## config.mk

```make
export PLATFORM = sky130hd
export DESIGN_NAME = aglp_cfg
export DESIGN_NICKNAME = d
export VERILOG_FILES = /design/src/rtl/aglp_pkg.sv /design/src/rtl/aglp_cfg.sv
export SDC_FILE = /design/constraint.sdc
export NUM_CORES = 1
export LEC_CHECK = 0
export BUFFER_PORTS_ARGS = -buffer_cell sky130_fd_sc_hd__clkbuf_2
export CORE_MARGIN = 4
export CORE_UTILIZATION = 30
export CTS_CLUSTER_SIZE = 40
export DETAILED_ROUTE_END_ITERATION = 7
export SLEW_MARGIN = 20
export SYNTH_ARGS = -nofsm -noshare
export SYNTH_HDL_FRONTEND = slang
export SYNTH_SLANG_ARGS = --single-unit
```

## constraint.sdc

```tcl
create_clock -name clk -period 2.9 [get_ports clk]
set_clock_uncertainty 0.2 [all_clocks]
set_input_delay 0.58 -clock clk [delete_from_list [all_inputs] [get_ports clk]]
set_output_delay 0.58 -clock clk [all_outputs]
set_load 0.01 [all_outputs]
```

## src/rtl/aglp_pkg.sv

```systemverilog
`timescale 1ns / 1ps
`default_nettype none
// ----------------------------------------------------------------------------
// aglp_pkg
// Shared types, register codes and fixed-point helpers for the adaptive gain
// law with low-pass block.
// ----------------------------------------------------------------------------
package aglp_pkg;

  localparam int REGRESSORS = 3;
  localparam logic [1:0] K_LAST = 2'(REGRESSORS - 1);

  localparam logic [16:0] ONE_Q16 = 17'd65536;

  localparam logic [2:0] REG_JOINT_COUNT  = 3'd0;
  localparam logic [2:0] REG_ADAPT_GAIN   = 3'd1;
  localparam logic [2:0] REG_LEAK_GAIN    = 3'd2;
  localparam logic [2:0] REG_COEF_LIMIT   = 3'd3;
  localparam logic [2:0] REG_FILTER_GAIN  = 3'd4;

  localparam logic signed [65:0] S32_HI = 66'sh7FFF_FFFF;
  localparam logic signed [65:0] S32_LO = -66'sh8000_0000;
  localparam logic signed [65:0] HALF_Q16 = 66'sd32768;

  typedef struct packed {
    logic [3:0]  joint_count;
    logic [30:0] adapt_gain;
    logic [30:0] leak_gain;
    logic [30:0] coef_limit;
    logic [16:0] filter_gain;
  } cfg_t;

  typedef enum logic [2:0] {
    MS_E_PHI,
    MS_LEAK,
    MS_GRAD,
    MS_T_PHI,
    MS_FA,
    MS_FB
  } mul_sel_t;

  typedef enum logic [2:0] {
    CAP_NONE,
    CAP_M1,
    CAP_LEAK,
    CAP_GRAD,
    CAP_ACC,
    CAP_FSUM
  } cap_t;

  typedef struct packed {
    logic     latch_in;
    logic     rd_coef;
    logic     wr_coef;
    logic     rd_filt;
    logic     wr_filt;
    logic     calc_u;
    logic     load_out;
    logic [1:0] k;
    mul_sel_t mul_sel;
    cap_t     cap;
  } cmd_t;

  typedef struct packed {
    logic in_use;
  } status_t;

  function automatic logic signed [31:0] sat32(input logic signed [65:0] v);
    logic signed [31:0] r;
    if (v > S32_HI) begin
      r = 32'sh7FFF_FFFF;
    end else if (v < S32_LO) begin
      r = -32'sh8000_0000;
    end else begin
      r = v[31:0];
    end
    return r;
  endfunction

  function automatic logic signed [31:0] round_sat(input logic signed [65:0] p);
    logic signed [65:0] s;
    s = (p + HALF_Q16) >>> 16;
    return sat32(s);
  endfunction

endpackage
`default_nettype wire

```

## src/rtl/aglp_cfg.sv

```systemverilog
`timescale 1ns / 1ps
`default_nettype none
// ----------------------------------------------------------------------------
// aglp_cfg
// Configuration register file; a joint_count write raises a state clear.
// ----------------------------------------------------------------------------
module aglp_cfg import aglp_pkg::*; (
  input  wire logic        clk,
  input  wire logic        rst_n,
  input  wire logic        cfg_valid,
  output logic             cfg_ready,
  input  wire logic [2:0]  cfg_index,
  input  wire logic [30:0] cfg_data,
  output cfg_t             cfg,
  output logic             cfg_clear
);

  cfg_t cfg_r;

  assign cfg_ready = 1'b1;
  assign cfg       = cfg_r;
  assign cfg_clear = cfg_valid && (cfg_index == REG_JOINT_COUNT);

  always_ff @(posedge clk) begin
    if (!rst_n) begin
      cfg_r.joint_count <= 4'd1;
      cfg_r.adapt_gain  <= 31'd0;
      cfg_r.leak_gain   <= 31'd0;
      cfg_r.coef_limit  <= 31'h7FFF_FFFF;
      cfg_r.filter_gain <= 17'd32768;
    end else if (cfg_valid) begin
      case (cfg_index)
        REG_JOINT_COUNT: cfg_r.joint_count <= cfg_data[3:0];
        REG_ADAPT_GAIN:  cfg_r.adapt_gain  <= cfg_data;
        REG_LEAK_GAIN:   cfg_r.leak_gain   <= cfg_data;
        REG_COEF_LIMIT:  cfg_r.coef_limit  <= cfg_data;
        REG_FILTER_GAIN: cfg_r.filter_gain <= cfg_data[16:0];
        default: begin
        end
      endcase
    end
  end

endmodule
`default_nettype wire

```

==> results summary <==
The flow ran to the end, and the final reports show no timing, DRC or antenna violations. Setup repair after global routing left no endpoint under its margin. The remaining antenna violation count is 0. The final weighted congestion of routability-driven global placement is 0.744. The starting density of the core is a little under a third. The register with the most flip-flops in the layout has about 110 of them. The number of instances in the synthesized netlist came out at between 400 and 500.

Of the cells placed in the final design, the portion with a size suffix greater than 1 is 31.5%. For the pin with the worst max-slew slack, the measured transition is ~0.62 ns. The final setup violation count is 0. The half-perimeter wire length of the detailed placement result is 7740 um. The antenna diode count is 0.

The type of element capturing the critical path is an output port. The post-layout total power is 0.00399 W. The number of H-tree levels came out at 4. The startpoint kind of the worst setup timing path is a primary input. The largest net degree at the start of global routing came out at ~180. The post-synthesis area per instance came out at ~10 um^2.

The number of DRC violations after detailed routing is 0. The required time at the endpoint of the critical path came out at 2.12 ns. The worst slew margin relative to its limit is between 50 and 60%. The final critical-path share of the clock period is between 80% and 90%.

The worst hold slack is about 0.23 ns. The highest attainable clock frequency is approximately 0.4 GHz. The flop-to-flop setup slack came out at 2.06 ns. The topmost layer with routed signal wires is met4. The floorplan step defined a die boundary enclosing 17000 um^2. The number of antenna violations at the first check in global routing is 0.

The most common library cell in the layout ignoring fill and taps is clkbuf_2. The count of instances resized after the clock tree is built is 0. The number of cells on the worst hold path is 3. The sum of routed wire segments on met1 came out at ~4800 um. Dividing total power by cell area gives a power density of 665 nW/um^2. The via-per-instance ratio came out at 4.45. Across every metal layer, demand over resource in global routing totals 13.2%. Wire segments on met2 add up to 5250 um in the final route. The static leakage came out at between 2 and 3 nW.

The top-level port count came out at 153. The final design instance area without fill came out at 6010 um^2. Summed over all layers, the global routing overflow is 0. The critical path is of the in -> out type. In this run the worst hold path is classified as in -> reg. The initial detailed-routing violation count came out at 133.

Buffers inserted during clock tree synthesis total 17. The total wire length after detailed routing is about 11000 um. The pre-antenna-repair detailed-routing pass consisted of 5 iterations.

The number of buffers inserted by port buffering is 151. The later pin in the worst-skew pair is clocked with a latency of 0.40 ns. The count of standard-cell rows came out at 44. The tree is rooted in a clkbuf_16.

The flop and latch count out of synthesis is about 110. The number of synthesis warnings came out at 0. The via count of the first global-routing pass is 3452. The shortest period the worst path allows came out at 2.44 ns.

The clock-pin transition on the worst setup and hold timing paths is 0.05 ns. The number of endpoints with negative hold slack in the final report is 0. The total via count in the routed design came out at 3479. The global-route wire length before repair is around 17000 um. TritonCTS built the clock tree.

The total of hold buffers inserted after clock tree synthesis is 0. The final setup TNS came out at 0 ns. The synthesized area is 4480 um^2. At the worst endpoint, the arrival time is 1.66 ns. The setup fix buffers added after clock tree synthesis is 0. The post-synthesis cell type count came out at 13.

The standard cell core area came out at around 15000 um^2. The maximum fanout count along the critical path came out at 5. The relative area change from synthesis to final layout came out at 34.0%. VDD sags by at most approximately 0.37 mV.

The clock passes through at most 2 buffers. Wire segments on met3 add up to 901 um in the final route. The count of final max-slew check failures is 0. The final layout net count came out at 623. The length in cells of the worst reg-to-reg path is 2. The library cells used most frequently in the layout, excluding fill and tap cells, are 150 x clkbuf_2, 114 x mux2i_1, 114 x dfxtp_1. The per-cell routed wire length is around 14 um.

Measured along the x axis, the die boundary spans 130 um. The net count of the mapped netlist is 483. The clock sink total came out at 114. The die height came out at ~130 um. Summing the sequential cell areas from Yosys gives 50.9% of the chip area. Summing all placed instances gives a cell area of 5390 um^2. Max-cap violations in this run came to 0.
worst paths after layout:
| path | start | endpoint |
|---|---|---|
| max | cfg_index[1] | cfg_clear |
| max reg2reg | cfg[32]$_SDFFE_PN1P_ | cfg[32]$_SDFFE_PN1P_ |
| min reg2reg | cfg[88]$_SDFFE_PN0P_ | cfg[88]$_SDFFE_PN0P_ |
| min | cfg_data[20] | cfg[68]$_SDFFE_PN0P_ |
layer usage:
metal / vias up / global-route usage (%)
li1: 1726 / -
met1: 1633 / 15.7
met2: 111 / 21.1
met3: 9 / 5.69
met4: 0 / 4.89
met5: - / 0
per-stage QoR:
stage / setup WS [ns] / utilization, % / std cells
final: 0.465 / 41.2 / 781
after global routing: 0.406 / 41.2 / 781
after CTS: 0.455 / 41.2 / 781
after detailed placement: 0.457 / 36.9 / 751
after global placement: 0.474 / 36.9 / 751
after floorplan: 0.786 / - / 446
area by class of cell:
class	count	area, um^2
Clock buffer	27	553
Clock inverter	3	65.1
Fill cell	1450	8580
Inverter	1	3.75
Multi-Input combinational cell	296	2040
Sequential cell	114	2280
Tap cell	184	230
Timing Repair Buffer	156	833
report_power, final:
part	switching [W]	internal, W	total [W]
logic	0.000137	0.000103	0.000240
clock network	0.000670	0.00146	0.00213
registers	0.0000190	0.00160	0.00162
cell families (layout without fill, tap and decap cells):
| family | count (synthesis) | after routing | synth area share, % |
|---|---|---|---|
| buffers and inverters | 36 | 187 | 3.99 |
| flip-flops | 114 | 114 | 50.9 |
| multiplexers | 114 | 114 | 25.5 |
| other | 1 | 1 | 0.0837 |
| AND/OR/NAND/NOR | 181 | 181 | 19.5 |
synth_stat cells, drive strengths merged:
cell type	number	share of area (%)
nand2	112	9.4
and4bb	1	0.28
dfxtp	114	51
nand4bb	2	0.50
and4b	1	0.22
buf	19	2.6
mux2i	114	25
conb	1	0.084
inv	1	0.084
nor2b	64	8.9
or4b	1	0.22
clkbuf	16	1.3
critical path: stages:
cell and delay [ns]:
clkbuf_2 0.13, or4b_1 0.70, inv_1 0.11, clkbuf_2 0.13
(Power assumes the default switching activity.)
